### src/rtl/plc_pkg.sv
// plc_pkg: types and constants shared by the pressure level cooldown block
// no dependencies
`default_nettype none

package plc_pkg;

    localparam int unsigned PCT_W      = 7;
    localparam int unsigned PRESSURE_W = 20;
    localparam int unsigned FRAC_W     = 16;
    localparam int unsigned TIME_W     = 32;
    localparam int unsigned GEN_W      = 16;
    localparam int unsigned SCALED_W   = PRESSURE_W + PCT_W;
    localparam int unsigned APB_DATA_W = 32;
    localparam int unsigned APB_ADDR_W = 4;

    typedef enum logic [1:0] {
        LVL_NORMAL   = 2'd0,
        LVL_ELEVATED = 2'd1,
        LVL_HIGH     = 2'd2,
        LVL_CRITICAL = 2'd3
    } t_level;

    typedef enum logic {
        CMD_EVAL  = 1'b0,
        CMD_CLEAR = 1'b1
    } t_cmd;

    typedef enum logic [1:0] {
        REG_ELEVATED_PCT = 2'd0,
        REG_HIGH_PCT     = 2'd1,
        REG_CRITICAL_PCT = 2'd2,
        REG_COOLDOWN     = 2'd3
    } t_reg_idx;

    localparam logic [PCT_W-1:0]  ELEVATED_PCT_RST = 7'd70;
    localparam logic [PCT_W-1:0]  HIGH_PCT_RST     = 7'd85;
    localparam logic [PCT_W-1:0]  CRITICAL_PCT_RST = 7'd95;
    localparam logic [TIME_W-1:0] COOLDOWN_RST     = 32'd5000;

    typedef struct packed {
        logic [PCT_W-1:0]  thr_elevated;
        logic [PCT_W-1:0]  thr_high;
        logic [PCT_W-1:0]  thr_critical;
        logic [TIME_W-1:0] cooldown;
    } t_cfg;

endpackage

`default_nettype wire

### src/rtl/plc_if.sv
// plc_in_if / plc_out_if: valid-ready channels for samples and results
// depends on plc_pkg
`default_nettype none

interface plc_in_if;
    logic                              valid;
    logic                              ready;
    logic                              cmd;
    logic [plc_pkg::PRESSURE_W-1:0]    pressure_fixed;
    logic [plc_pkg::TIME_W-1:0]        sample_time;
    logic [plc_pkg::GEN_W-1:0]         threshold_generation;

    modport source (output valid, output cmd, output pressure_fixed,
                    output sample_time, output threshold_generation, input ready);
    modport sink   (input valid, input cmd, input pressure_fixed,
                    input sample_time, input threshold_generation, output ready);
endinterface

interface plc_out_if;
    logic       valid;
    logic       ready;
    logic [1:0] raw_class;
    logic [1:0] held_class;

    modport source (output valid, output raw_class, output held_class, input ready);
    modport sink   (input valid, input raw_class, input held_class, output ready);
endinterface

`default_nettype wire

### src/rtl/pressure_level_cooldown.sv
// pressure_level_cooldown: top level, input register, classify, hold state, result register
// depends on plc_pkg, plc_if, plc_cfg, plc_classify, plc_hold
`default_nettype none

// Memory pressure level with a sticky cooldown. Each sample transaction on i_in is
// registered, classified against the three percentage thresholds and applied to the
// held level as it moves from the input register into the result register that drives
// o_out. One sample per clock is sustained back to back while o_out.ready is high:
// the held-state register updates once per transaction. While a result waits on o_out,
// one more sample can be taken into the input register; after that i_in.ready stays low
// until the result is accepted. The user must write registers over the APB port only
// while no sample is in flight; the block itself does not enforce this.
module pressure_level_cooldown (
    input  wire logic                              i_clk,
    input  wire logic                              i_rst_n,
    input  wire logic                              psel,
    input  wire logic                              penable,
    input  wire logic                              pwrite,
    input  wire logic [plc_pkg::APB_ADDR_W-1:0]    paddr,
    input  wire logic [plc_pkg::APB_DATA_W-1:0]    pwdata,
    output logic      [plc_pkg::APB_DATA_W-1:0]    prdata,
    output logic                                   pready,
    plc_in_if.sink                                 i_in,
    plc_out_if.source                              o_out
);

    plc_pkg::t_cfg                     w_cfg;
    plc_pkg::t_level                   w_raw;
    plc_pkg::t_level                   w_held_next;
    plc_pkg::t_level                   w_held;
    logic                              w_advance;

    logic                              r_s1_valid;
    plc_pkg::t_cmd                     r_s1_cmd;
    logic [plc_pkg::PRESSURE_W-1:0]    r_s1_pressure;
    logic [plc_pkg::TIME_W-1:0]        r_s1_time;
    logic [plc_pkg::GEN_W-1:0]         r_s1_gen;

    logic                              r_out_valid;
    plc_pkg::t_level                   r_out_raw;
    plc_pkg::t_level                   r_out_held;

    plc_cfg u_cfg (
        .i_clk   (i_clk),
        .i_rst_n (i_rst_n),
        .psel    (psel),
        .penable (penable),
        .pwrite  (pwrite),
        .paddr   (paddr),
        .pwdata  (pwdata),
        .prdata  (prdata),
        .pready  (pready),
        .o_cfg   (w_cfg)
    );

    plc_classify u_classify (
        .i_pressure (r_s1_pressure),
        .i_cfg      (w_cfg),
        .o_raw      (w_raw)
    );

    plc_hold u_hold (
        .i_clk       (i_clk),
        .i_rst_n     (i_rst_n),
        .i_update    (w_advance),
        .i_cmd       (r_s1_cmd),
        .i_raw       (w_raw),
        .i_now       (r_s1_time),
        .i_gen       (r_s1_gen),
        .i_cooldown  (w_cfg.cooldown),
        .o_held_next (w_held_next),
        .o_held      (w_held)
    );

    // stage 1 moves into the result register when that slot is free or being drained
    assign w_advance  = r_s1_valid && (!r_out_valid || o_out.ready);
    assign i_in.ready = !r_s1_valid || w_advance;

    always_ff @(posedge i_clk) begin
        if (!i_rst_n) begin
            r_s1_valid <= 1'b0;
        end else if (i_in.ready) begin
            r_s1_valid <= i_in.valid;
        end
    end

    always_ff @(posedge i_clk) begin
        if (i_in.valid && i_in.ready) begin
            r_s1_cmd      <= plc_pkg::t_cmd'(i_in.cmd);
            r_s1_pressure <= i_in.pressure_fixed;
            r_s1_time     <= i_in.sample_time;
            r_s1_gen      <= i_in.threshold_generation;
        end
    end

    always_ff @(posedge i_clk) begin
        if (!i_rst_n) begin
            r_out_valid <= 1'b0;
        end else if (w_advance) begin
            r_out_valid <= 1'b1;
        end else if (o_out.ready) begin
            r_out_valid <= 1'b0;
        end
    end

    always_ff @(posedge i_clk) begin
        if (w_advance) begin
            r_out_raw  <= w_raw;
            r_out_held <= w_held_next;
        end
    end

    assign o_out.valid      = r_out_valid;
    assign o_out.raw_class  = r_out_raw;
    assign o_out.held_class = r_out_held;

    // a clear transaction always reports normal
    a_clear_normal: assert property (@(posedge i_clk) disable iff (!i_rst_n)
        w_advance && r_s1_cmd == plc_pkg::CMD_CLEAR
        |=> o_out.held_class == plc_pkg::LVL_NORMAL)
        else $error("held level not normal after clear");

    // an evaluated sample never holds below its raw level
    a_held_ge_raw: assert property (@(posedge i_clk) disable iff (!i_rst_n)
        w_advance && r_s1_cmd == plc_pkg::CMD_EVAL
        |=> o_out.held_class >= o_out.raw_class)
        else $error("held level below raw level");

    // a stalled result stays valid and unchanged
    a_out_stable: assert property (@(posedge i_clk) disable iff (!i_rst_n)
        o_out.valid && !o_out.ready
        |=> o_out.valid && $stable(o_out.raw_class) && $stable(o_out.held_class))
        else $error("result changed while stalled");

    // the held state only changes when a sample moves through
    a_hold_stable: assert property (@(posedge i_clk) disable iff (!i_rst_n)
        !w_advance |=> $stable(w_held))
        else $error("held level changed without a transaction");

endmodule

`default_nettype wire

### src/rtl/plc_cfg.sv
// plc_cfg: apb register file for thresholds and cooldown interval
// depends on plc_pkg
`default_nettype none

module plc_cfg (
    input  wire logic                              i_clk,
    input  wire logic                              i_rst_n,
    input  wire logic                              psel,
    input  wire logic                              penable,
    input  wire logic                              pwrite,
    input  wire logic [plc_pkg::APB_ADDR_W-1:0]    paddr,
    input  wire logic [plc_pkg::APB_DATA_W-1:0]    pwdata,
    output logic      [plc_pkg::APB_DATA_W-1:0]    prdata,
    output logic                                   pready,
    output plc_pkg::t_cfg                          o_cfg
);

    plc_pkg::t_cfg     r_cfg;
    plc_pkg::t_reg_idx w_idx;
    logic              w_wr;

    assign pready = 1'b1;
    assign w_idx  = plc_pkg::t_reg_idx'(paddr[3:2]);
    assign w_wr   = psel && penable && pwrite;

    always_ff @(posedge i_clk) begin
        if (!i_rst_n) begin
            r_cfg.thr_elevated <= plc_pkg::ELEVATED_PCT_RST;
            r_cfg.thr_high     <= plc_pkg::HIGH_PCT_RST;
            r_cfg.thr_critical <= plc_pkg::CRITICAL_PCT_RST;
            r_cfg.cooldown     <= plc_pkg::COOLDOWN_RST;
        end else if (w_wr) begin
            unique case (w_idx)
                plc_pkg::REG_ELEVATED_PCT: r_cfg.thr_elevated <= pwdata[plc_pkg::PCT_W-1:0];
                plc_pkg::REG_HIGH_PCT:     r_cfg.thr_high     <= pwdata[plc_pkg::PCT_W-1:0];
                plc_pkg::REG_CRITICAL_PCT: r_cfg.thr_critical <= pwdata[plc_pkg::PCT_W-1:0];
                plc_pkg::REG_COOLDOWN:     r_cfg.cooldown     <= pwdata[plc_pkg::TIME_W-1:0];
                default:                   r_cfg              <= r_cfg;
            endcase
        end
    end

    always_comb begin
        unique case (w_idx)
            plc_pkg::REG_ELEVATED_PCT: prdata = {25'd0, r_cfg.thr_elevated};
            plc_pkg::REG_HIGH_PCT:     prdata = {25'd0, r_cfg.thr_high};
            plc_pkg::REG_CRITICAL_PCT: prdata = {25'd0, r_cfg.thr_critical};
            plc_pkg::REG_COOLDOWN:     prdata = r_cfg.cooldown;
            default:                   prdata = '0;
        endcase
    end

    assign o_cfg = r_cfg;

endmodule

`default_nettype wire

### src/rtl/plc_classify.sv
// plc_classify: sorts a fixed-point pressure into a raw level
// depends on plc_pkg
`default_nettype none

module plc_classify (
    input  wire logic [plc_pkg::PRESSURE_W-1:0] i_pressure,
    input  wire plc_pkg::t_cfg                  i_cfg,
    output plc_pkg::t_level                     o_raw
);

    logic [plc_pkg::SCALED_W-1:0] w_scaled;
    logic                         w_crit;
    logic                         w_high;
    logic                         w_elev;

    function automatic logic meets(input logic [plc_pkg::SCALED_W-1:0] scaled,
                                   input logic [plc_pkg::PCT_W-1:0]    pct);
        logic [plc_pkg::SCALED_W-1:0] thr;
        thr   = {{(plc_pkg::PRESSURE_W-plc_pkg::FRAC_W){1'b0}}, pct, {plc_pkg::FRAC_W{1'b0}}};
        meets = scaled >= thr;
    endfunction

    // pressure * 100 as 64p + 32p + 4p
    assign w_scaled = ({7'd0, i_pressure} << 6) + ({7'd0, i_pressure} << 5)
                    + ({7'd0, i_pressure} << 2);

    assign w_crit = meets(w_scaled, i_cfg.thr_critical);
    assign w_high = meets(w_scaled, i_cfg.thr_high);
    assign w_elev = meets(w_scaled, i_cfg.thr_elevated);

    always_comb begin
        priority if (w_crit) o_raw = plc_pkg::LVL_CRITICAL;
        else if (w_high)     o_raw = plc_pkg::LVL_HIGH;
        else if (w_elev)     o_raw = plc_pkg::LVL_ELEVATED;
        else                 o_raw = plc_pkg::LVL_NORMAL;
    end

endmodule

`default_nettype wire

### src/rtl/plc_hold.sv
// plc_hold: held level, generation and cooldown start with the step-down rule
// depends on plc_pkg
`default_nettype none

module plc_hold (
    input  wire logic                        i_clk,
    input  wire logic                        i_rst_n,
    input  wire logic                        i_update,
    input  wire plc_pkg::t_cmd               i_cmd,
    input  wire plc_pkg::t_level             i_raw,
    input  wire logic [plc_pkg::TIME_W-1:0]  i_now,
    input  wire logic [plc_pkg::GEN_W-1:0]   i_gen,
    input  wire logic [plc_pkg::TIME_W-1:0]  i_cooldown,
    output plc_pkg::t_level                  o_held_next,
    output plc_pkg::t_level                  o_held
);

    plc_pkg::t_level              r_level, n_level;
    logic [plc_pkg::GEN_W-1:0]    r_gen, n_gen;
    logic [plc_pkg::TIME_W-1:0]   r_start, n_start;
    logic [plc_pkg::TIME_W-1:0]   w_elapsed;
    logic                         w_up;
    logic                         w_down;

    assign w_elapsed = i_now - r_start;
    assign w_up      = (i_raw >= r_level) || (i_gen != r_gen);
    assign w_down    = w_elapsed >= i_cooldown;

    always_comb begin
        n_level = r_level;
        n_gen   = r_gen;
        n_start = r_start;
        if (i_cmd == plc_pkg::CMD_CLEAR) begin
            n_level = plc_pkg::LVL_NORMAL;
            n_gen   = '0;
            n_start = '0;
        end else begin
            priority if (w_up) begin
                n_level = i_raw;
            end else if (w_down) begin
                n_level = plc_pkg::t_level'(r_level - 2'd1);
            end else begin
                n_level = r_level;
            end
            // normal keeps the stored generation and time
            if ((w_up || w_down) && n_level != plc_pkg::LVL_NORMAL) begin
                n_gen   = i_gen;
                n_start = i_now;
            end
        end
    end

    always_ff @(posedge i_clk) begin
        if (!i_rst_n) begin
            r_level <= plc_pkg::LVL_NORMAL;
            r_gen   <= '0;
            r_start <= '0;
        end else if (i_update) begin
            r_level <= n_level;
            r_gen   <= n_gen;
            r_start <= n_start;
        end
    end

    assign o_held_next = n_level;
    assign o_held      = r_level;

endmodule

`default_nettype wire
### src/flat_wrapper.sv
// flat-port wrapper written by rule: the top's interface ports become plain ports
module pressure_level_cooldown_flat 
  (i_clk, i_rst_n, psel, penable, pwrite, paddr, pwdata, prdata, pready, i_in_valid, i_in_cmd, i_in_pressure_fixed, i_in_sample_time, i_in_threshold_generation, i_in_ready, o_out_valid, o_out_raw_class, o_out_held_class, o_out_ready);
  plc_in_if i_in_i ();
  plc_out_if o_out_i ();
  input  wire logic i_clk;
  input  wire logic i_rst_n;
  input  wire logic psel;
  input  wire logic penable;
  input  wire logic pwrite;
  input  wire logic [plc_pkg::APB_ADDR_W-1:0] paddr;
  input  wire logic [plc_pkg::APB_DATA_W-1:0] pwdata;
  output logic      [plc_pkg::APB_DATA_W-1:0] prdata;
  output logic pready;
  input wire logic [$bits(i_in_i.valid)-1:0] i_in_valid;
  input wire logic [$bits(i_in_i.cmd)-1:0] i_in_cmd;
  input wire logic [$bits(i_in_i.pressure_fixed)-1:0] i_in_pressure_fixed;
  input wire logic [$bits(i_in_i.sample_time)-1:0] i_in_sample_time;
  input wire logic [$bits(i_in_i.threshold_generation)-1:0] i_in_threshold_generation;
  output wire logic [$bits(i_in_i.ready)-1:0] i_in_ready;
  output wire logic [$bits(o_out_i.valid)-1:0] o_out_valid;
  output wire logic [$bits(o_out_i.raw_class)-1:0] o_out_raw_class;
  output wire logic [$bits(o_out_i.held_class)-1:0] o_out_held_class;
  input wire logic [$bits(o_out_i.ready)-1:0] o_out_ready;
  assign i_in_i.valid = i_in_valid;
  assign i_in_i.cmd = i_in_cmd;
  assign i_in_i.pressure_fixed = i_in_pressure_fixed;
  assign i_in_i.sample_time = i_in_sample_time;
  assign i_in_i.threshold_generation = i_in_threshold_generation;
  assign i_in_ready = i_in_i.ready;
  assign o_out_valid = o_out_i.valid;
  assign o_out_raw_class = o_out_i.raw_class;
  assign o_out_held_class = o_out_i.held_class;
  assign o_out_i.ready = o_out_ready;
  pressure_level_cooldown u_core (.i_clk(i_clk), .i_rst_n(i_rst_n), .psel(psel), .penable(penable), .pwrite(pwrite), .paddr(paddr), .pwdata(pwdata), .prdata(prdata), .pready(pready), .i_in(i_in_i), .o_out(o_out_i));
endmodule
### config.mk
export PLATFORM = sky130hd
export DESIGN_NAME = pressure_level_cooldown_flat
export DESIGN_NICKNAME = d
export VERILOG_FILES = /design/src/rtl/plc_pkg.sv /design/src/rtl/plc_if.sv /design/src/rtl/pressure_level_cooldown.sv /design/src/rtl/plc_cfg.sv /design/src/rtl/plc_classify.sv /design/src/rtl/plc_hold.sv /design/src/flat_wrapper.sv
export SDC_FILE = /design/constraint.sdc
export NUM_CORES = 1
export LEC_CHECK = 0
export BUFFER_PORTS_ARGS = -buffer_cell sky130_fd_sc_hd__buf_4
export CAP_MARGIN = 20
export CORE_MARGIN = 2
export CORE_UTILIZATION = 27
export DETAILED_ROUTE_END_ITERATION = 8
export GPL_TIMING_DRIVEN = 0
export MAX_ROUTING_LAYER = met4
export PLACE_DENSITY = 0.45
export SYNTH_ARGS = -nofsm -noshare
export SYNTH_HDL_FRONTEND = slang
export SYNTH_SLANG_ARGS = --single-unit
### constraint.sdc
create_clock -name i_clk -period 22.1 [get_ports i_clk]
set_clock_uncertainty 0.2 [all_clocks]
set_input_delay 2.21 -clock i_clk [delete_from_list [all_inputs] [get_ports i_clk]]
set_output_delay 2.21 -clock i_clk [all_outputs]
set_load 0.05 [all_outputs]
== Word level (Yosys, flattened, before mapping) ==
Cells that the tools add are included.

* Output and inout bits: 39
* Flip-flop bits (word level): 178
* Input bits: 112

* Equal/unequal tests: 4
* $lt $le $gt $ge: 5
* Reductions and logical operators: 20
* Multiplexer cells: 14
* Add/subtract/negate cells: 4

{| class="wikitable"
|+ Operator list
! kind !! count
|-
| one-hot mux 32 bit (4 select lines) || 1
|-
| >= comparator 27 x 23 -> 1 bit || 3
|-
| two-way mux 32 bit || 2
|-
| >= comparator 32 bit || 1
|-
| two-way mux 16 bit || 2
|-
| subtractor 32 bit || 1
|-
| adder 26 x 25 -> 27 bit || 1
|-
| adder 27 x 22 -> 27 bit || 1
|-
| inequality test 16 bit || 1
|-
| two-way mux 2 bit || 6
|-
| AND reduction 2 bit || 5
|-
| nonzero test 2 bit || 3
|-
| logical AND 1 bit || 5
|-
| equality test 2 bit, second input constant || 2
|-
| logical OR 1 bit || 4
|-
| two-way mux 1 bit || 3
|-
| equality test 2 x 1 -> 1 bit, second input constant || 1
|-
| >= comparator 2 bit || 1
|-
| zero test 1 bit || 2
|-
| zero test 2 bit || 1
|-
| subtractor 2 x 1 -> 2 bit, second input constant || 1
|}

== Depth between registers and ports, before layout ==
* Word-level depth: 14
* Gate-level depth with buffers: 32

== Hierarchy ==
Synthesis repeated with hierarchy kept, for this count alone.

* Cell total of the unflattened synthesis: 1,117
* Area, all modules: 11,278.3 µm²

{| class="wikitable"
|+ By module, submodules not included
! module !! cells each !! area each (µm²) !! instances
|-
| plc_hold || 503 || 4,251.6 || 1
|-
| plc_cfg || 262 || 2,523.7 || 1
|-
| pressure_level_cooldown || 82 || 2,296.0 || 1
|-
| plc_classify || 270 || 2,207.1 || 1
|}

== Least setup slack after synthesis ==
No wires, ideal clock.

* Path type: reg2reg
* From: register u_core.r_s1_pressure[0] (netlist bit)
* To: register u_core.u_hold.r_gen[0] (netlist bit)
* Buffers on the path: 3
* Stages on the path, launching flop included: 33
* Setup time: 0.117 ns
* Slack: 14.633 ns
* Arrival time: 7.150 ns
* Cell sequence: edfxtp_1 > fa_1 > ha_1 > fa_1 > a211o_1 > a2111oi_1 > o31ai_2 > and2_1 > o21ai_0 > nand2_1 > a21oi_1 > o21bai_1 > a21oi_1 > xnor2_1 > ha_1 > o21ai_0 > a21oi_1 > or3_1 > a2111o_1 > a21oi_1 > ha_1 > nand2b_1 > a2111oi_0 > nand3_1 > or4_1 > clkbuf_1 > nor2_1 > a21oi_1 > o31a_1 > o31a_1 > buf_2 > buf_6 > a22o_1

* Word-level cells in the longest chain between the ends: 14
* Elaborated cells between the ends (all ways): 17
* Classes of those cells: add/sub: 2; order compare: 4; mux: 5; reduce/logical: 6

{| class="wikitable"
|+ Ends and longest elaborated chain
! what !! line !! text
|-
| start, declared || pressure_level_cooldown.sv:35 || <nowiki>logic [plc_pkg::PRESSURE_W-1:0] r_s1_pressure;</nowiki>
|-
| start signal, assigned || pressure_level_cooldown.sv:90 || <nowiki>r_s1_pressure <= i_in.pressure_fixed;</nowiki>
|-
| adder 26 x 25 -> 27 bit || plc_classify.sv:24 || <nowiki>assign w_scaled = ({7'd0, i_pressure} << 6) + ({7'd0, i_pressure} << 5)</nowiki>
|-
| adder 27 x 22 -> 27 bit (*) || plc_classify.sv:25 || <nowiki>+ ({7'd0, i_pressure} << 2);</nowiki>
|-
| >= comparator 27 x 23 -> 1 bit || plc_classify.sv:20 || <nowiki>meets = scaled >= thr;</nowiki>
|-
| two-way mux 1 bit || plc_classify.sv:34 || <nowiki>else if (w_elev) o_raw = plc_pkg::LVL_ELEVATED;</nowiki>
|-
| two-way mux 2 bit || plc_classify.sv:33 || <nowiki>else if (w_high) o_raw = plc_pkg::LVL_HIGH;</nowiki>
|-
| two-way mux 2 bit (*) || plc_classify.sv:32 || <nowiki>priority if (w_crit) o_raw = plc_pkg::LVL_CRITICAL;</nowiki>
|-
| >= comparator 2 bit || plc_hold.sv:26 || <nowiki>assign w_up = (i_raw >= r_level) || (i_gen != r_gen);</nowiki>
|-
| logical OR 1 bit || plc_hold.sv:26 ||
|-
| two-way mux 2 bit || plc_hold.sv:38 || <nowiki>priority if (w_up) begin</nowiki>
|-
| two-way mux 2 bit || plc_hold.sv:33 || <nowiki>if (i_cmd == plc_pkg::CMD_CLEAR) begin</nowiki>
|-
| nonzero test 2 bit || plc_hold.sv:46 || <nowiki>if ((w_up || w_down) && n_level != plc_pkg::LVL_NORMAL) begin</nowiki>
|-
| logical AND 1 bit (*) || plc_hold.sv:46 ||
|-
| nonzero test 2 bit (no line) (*) || n/a ||
|-
| AND reduction 2 bit (no line) (*) || n/a ||
|-
| end signal, assigned || plc_hold.sv:60 || <nowiki>r_gen <= n_gen;</nowiki>
|-
| end, declared || plc_hold.sv:19 || <nowiki>logic [plc_pkg::GEN_W-1:0] r_gen, n_gen;</nowiki>
|}

Mark *: on every way between the ends. The rest lies on a longest branch, timed or not. The select of a mux whose other input is x is not followed.
A chain may end at the register's enable or synchronous reset.

== Final worst setup path ==
* From: register u_core.r_s1_pressure[0] (netlist bit)
* To: register u_core.u_hold.r_gen[11] (netlist bit)

The elaborated chain is that of the path after synthesis.

==> flow_metrics.env <==
export IMPL_synthAdderAreaFrac_pct=16.9
export IMPL_reg2reg_depth=32
export IMPL_tightest_slew_ps=1030
export IMPL_p_per_area_nw_per_um2=72.4
export IMPL_cpMaxStageDelayCell="a2111oi_1"
export IMPL_drt_vias_per_instance=4.56
export IMPL_drt_iter0_drc=347
export IMPL_grt_pass1_wl_um=44200
export IMPL_cts_num_sinks=178
export IMPL_seqPwrFrac_pct=39.4
export IMPL_synth_xor_xnor_area_share_pct=4.93
export IMPL_p_leak_nw=5.23
export IMPL_hold_depth=2
export IMPL_syn_nets=1291
export IMPL_yosysSeqAreaShare_pct=40.9
export IMPL_worstPathArrival_ps=8760
export IMPL_syn_avg_cell_area_um2=10.0
export IMPL_p_sw_share_pct=32.7
export IMPL_p_clk_share_pct=33.3
export IMPL_fin_crit_sh_pct=39.0
export IMPL_cts_resized=0
export IMPL_cts_setup_buffers=0
export IMPL_drcViolationCount=0
export IMPL_hold_path_end="u_core.u_cfg.o_cfg[24]"
export IMPL_intPower_uw=627
export IMPL_cp_max_fo=10
export IMPL_setup_viol=0
export IMPL_ios=151
export IMPL_dp_slack_ps=13450
export IMPL_numCtsBuffers=17
export IMPL_wl_per_cell_um=16.0
export IMPL_clk_path_buf_depth=2
export IMPL_synth_edff_count=73
export IMPL_met2_usage_pct=22.9
export IMPL_rsz0062_at_grt="false"
export IMPL_core_area_um2=38500
export IMPL_grt_overflow=0
export IMPL_antenna_found_initial=4
export IMPL_max_slew_margin_rel_pct=30.8
export IMPL_r2r_end="u_core.u_hold.r_gen[11]"
export IMPL_nNetsFinal=1458
export IMPL_cp_required_ps=22230
export IMPL_combPwrFrac_pct=27.3
export IMPL_ir_drop_uv=54.3
export IMPL_routed_wl_um=28000
export IMPL_endpoint_kind="flop"
export IMPL_rows=72
export IMPL_ys_warn_count=0
export IMPL_fmax_mhz=116
export IMPL_yosysTopAreaCell="edfxtp_1"
export IMPL_met1_usage_pct=18.8
export IMPL_busiest_layer="met2"
export IMPL_maxCapViolCount=0
export IMPL_ys_flop_type="dfxtp_1"
export IMPL_ys_types=67
export IMPL_path_class="reg2reg"
export IMPL_drv_slew=0
export IMPL_ys_top_cells_by_count="ha_1, dfxtp_1, inv_1"
export IMPL_portBuffers=146
export IMPL_worst_slack_ps=13470
export IMPL_reg2reg_setup_slack_ps=13470
export IMPL_die_area_um2=40400
export IMPL_track_usage_pct=14.5
export IMPL_grt_max_degree=39
export IMPL_via_count=7984
export IMPL_whs_ps=255
export IMPL_synthMuxAreaShare_pct=3.13
export IMPL_tns_ps=0
export IMPL_crit_top_cell="a21oi_1"
export IMPL_startpoint_type="flop"
export IMPL_grt_pass1_vias=7976
export IMPL_max_stage_delay_ps=580
export IMPL_total_power_uw=931
export IMPL_drive_gt1_share_pct=17.0
export IMPL_initial_utilization_pct=27.3
export IMPL_hp_class="reg2reg"
export IMPL_ant_nets=0
export IMPL_ys_seq_elements=178
export IMPL_area_growth_pct=22.6
export IMPL_cts_max_level=4
export IMPL_gr_usage_met3_pct=2.96
export IMPL_stdcell_count=1750
export IMPL_synth_cells=1048
export IMPL_dp_hpwl_um=22200
export IMPL_synth_most_common_cell="ha_1"
export IMPL_r2r_start="u_core.r_s1_pressure[0]"
export IMPL_cts_tree="built"
export IMPL_timing_final_crit_period_ps=8630
export IMPL_status="finished, final reports clean"
export IMPL_synth_compound_area_share_pct=18.2
export IMPL_cts_root_buf="clkbuf_16"
export IMPL_synthTopCellsByArea="edfxtp_1, dfxtp_1, ha_1"
export IMPL_insertion_delay_ps=460
export IMPL_cts_hold_buf=0
export IMPL_clk_pin_slew_ps=80
export IMPL_synth_top_area_share_pct=20.9
export IMPL_hold_viol=0
export IMPL_die_w_um=201
export IMPL_syn_area_um2=10500
export IMPL_switchingPower_uw=305
export IMPL_min_from="u_core.u_cfg.o_cfg[24]"
export IMPL_die_h_um=201
export IMPL_synth_simple_area_share_pct=10.6
export IMPL_gp_congestion=0.793
export IMPL_placed_cells=1714
export IMPL_async_flop_share_pct=0
export IMPL_synth_top_family_by_area="compound AO/OA/AOI/OAI gates"
export IMPL_dr_pass1_iters=4
-- layout make-up --
cell class | count | area, µm²
fillers | 4047 | 25600
multi-input cells | 734 | 5640
flip-flops and latches | 178 | 4290
repair buffers | 148 | 1120
well taps | 518 | 648
clock buffers | 19 | 453
inverters | 105 | 394
plain buffers | 31 | 161
clock inverters | 13 | 136
diodes | 4 | 10.0
-- state kept, by name (all words and copies together), names as in the netlist --
signal	count
u_core.u_hold.o_held	2
u_core.r_s1_valid	1
u_core.r_s1_time	32
u_core.u_hold.r_gen	16
u_core.u_cfg.o_cfg	53
u_core.o_out.held_class	2
u_core.o_out.raw_class	2
u_core.r_s1_gen	16
u_core.u_hold.r_start	32
u_core.r_s1_cmd	1
u_core.o_out.valid	1
u_core.r_s1_pressure	20
-- routing by layer --
metal | wire, µm | share of wire, %
met5 | 0 | 0
met4 | 360 | 1.3
met3 | 1050 | 3.8
met2 | 13000 | 46
met1 | 13600 | 49
-- cells in the final DEF (no fill, tap or decap), types with 18 or more instances in the layout --
master	n
inv_1	105
clkbuf_1	19
nor2_1	70
xnor2_1	34
a21o_1	26
o21ai_0	25
edfxtp_1	73
nand2_1	101
buf_4	147
fa_1	18
xor2_1	25
a22o_1	48
ha_1	113
dfxtp_1	105
a21oi_1	77
-- metrics by stage --
stage	cell area [µm²]	utilization, %
global placement	12200	31.8
floorplan	10500	-
global route	12900	33.4
detailed placement	12300	31.9
finish	12900	33.4
CTS	12800	33.4
-- worst max-delay path, delay by kind of cell (launching register included) --
family          cells  cell delay [ps]
xor+xnor            1              210
fa+ha+maj           5             1790
simple gates        7             1510
compound gates     16             3690
buf+inv             3              600
flops               1              510
-- kinds of logic after synthesis --
family | count (synthesis)
AO/OA/AOI/OAI | 271
multiplexers | 24
other | 1
XOR/XNOR | 59
adder cells (fa/ha/maj) | 131
AND/OR/NAND/NOR | 248
buffers and inverters | 136
flip-flops | 178
-- how the worst max path moves through the flow --
stage	startpoint	end	slack [ps]	cells after the start
after floorplan	u_core.r_s1_pressure[0]	u_core.u_hold.r_gen[0]	14630	32
after global placement	u_core.r_s1_pressure[0]	u_core.u_hold.r_start[26]	13380	32
after detailed placement	u_core.r_s1_pressure[0]	u_core.u_hold.r_gen[7]	13450	32
after CTS	u_core.r_s1_pressure[0]	u_core.u_hold.r_gen[11]	13400	32
after global routing	u_core.r_s1_pressure[0]	u_core.u_hold.r_gen[2]	12750	32
final	u_core.r_s1_pressure[0]	u_core.u_hold.r_gen[11]	13470	32
-- power groups by stage --
stage | logic, mW | clock network (mW) | registers [mW]
2_1_floorplan | 0.182 | 0 | 0.374
3_3_place_gp | 0.253 | 0 | 0.375
3_5_place_dp | 0.256 | 0 | 0.375
4_1_cts | 0.258 | 0.321 | 0.367
5_1_grt | 0.290 | 0.332 | 0.369
6_report | 0.255 | 0.310 | 0.367
No activity file was read; power rests on OpenSTA's default activity.
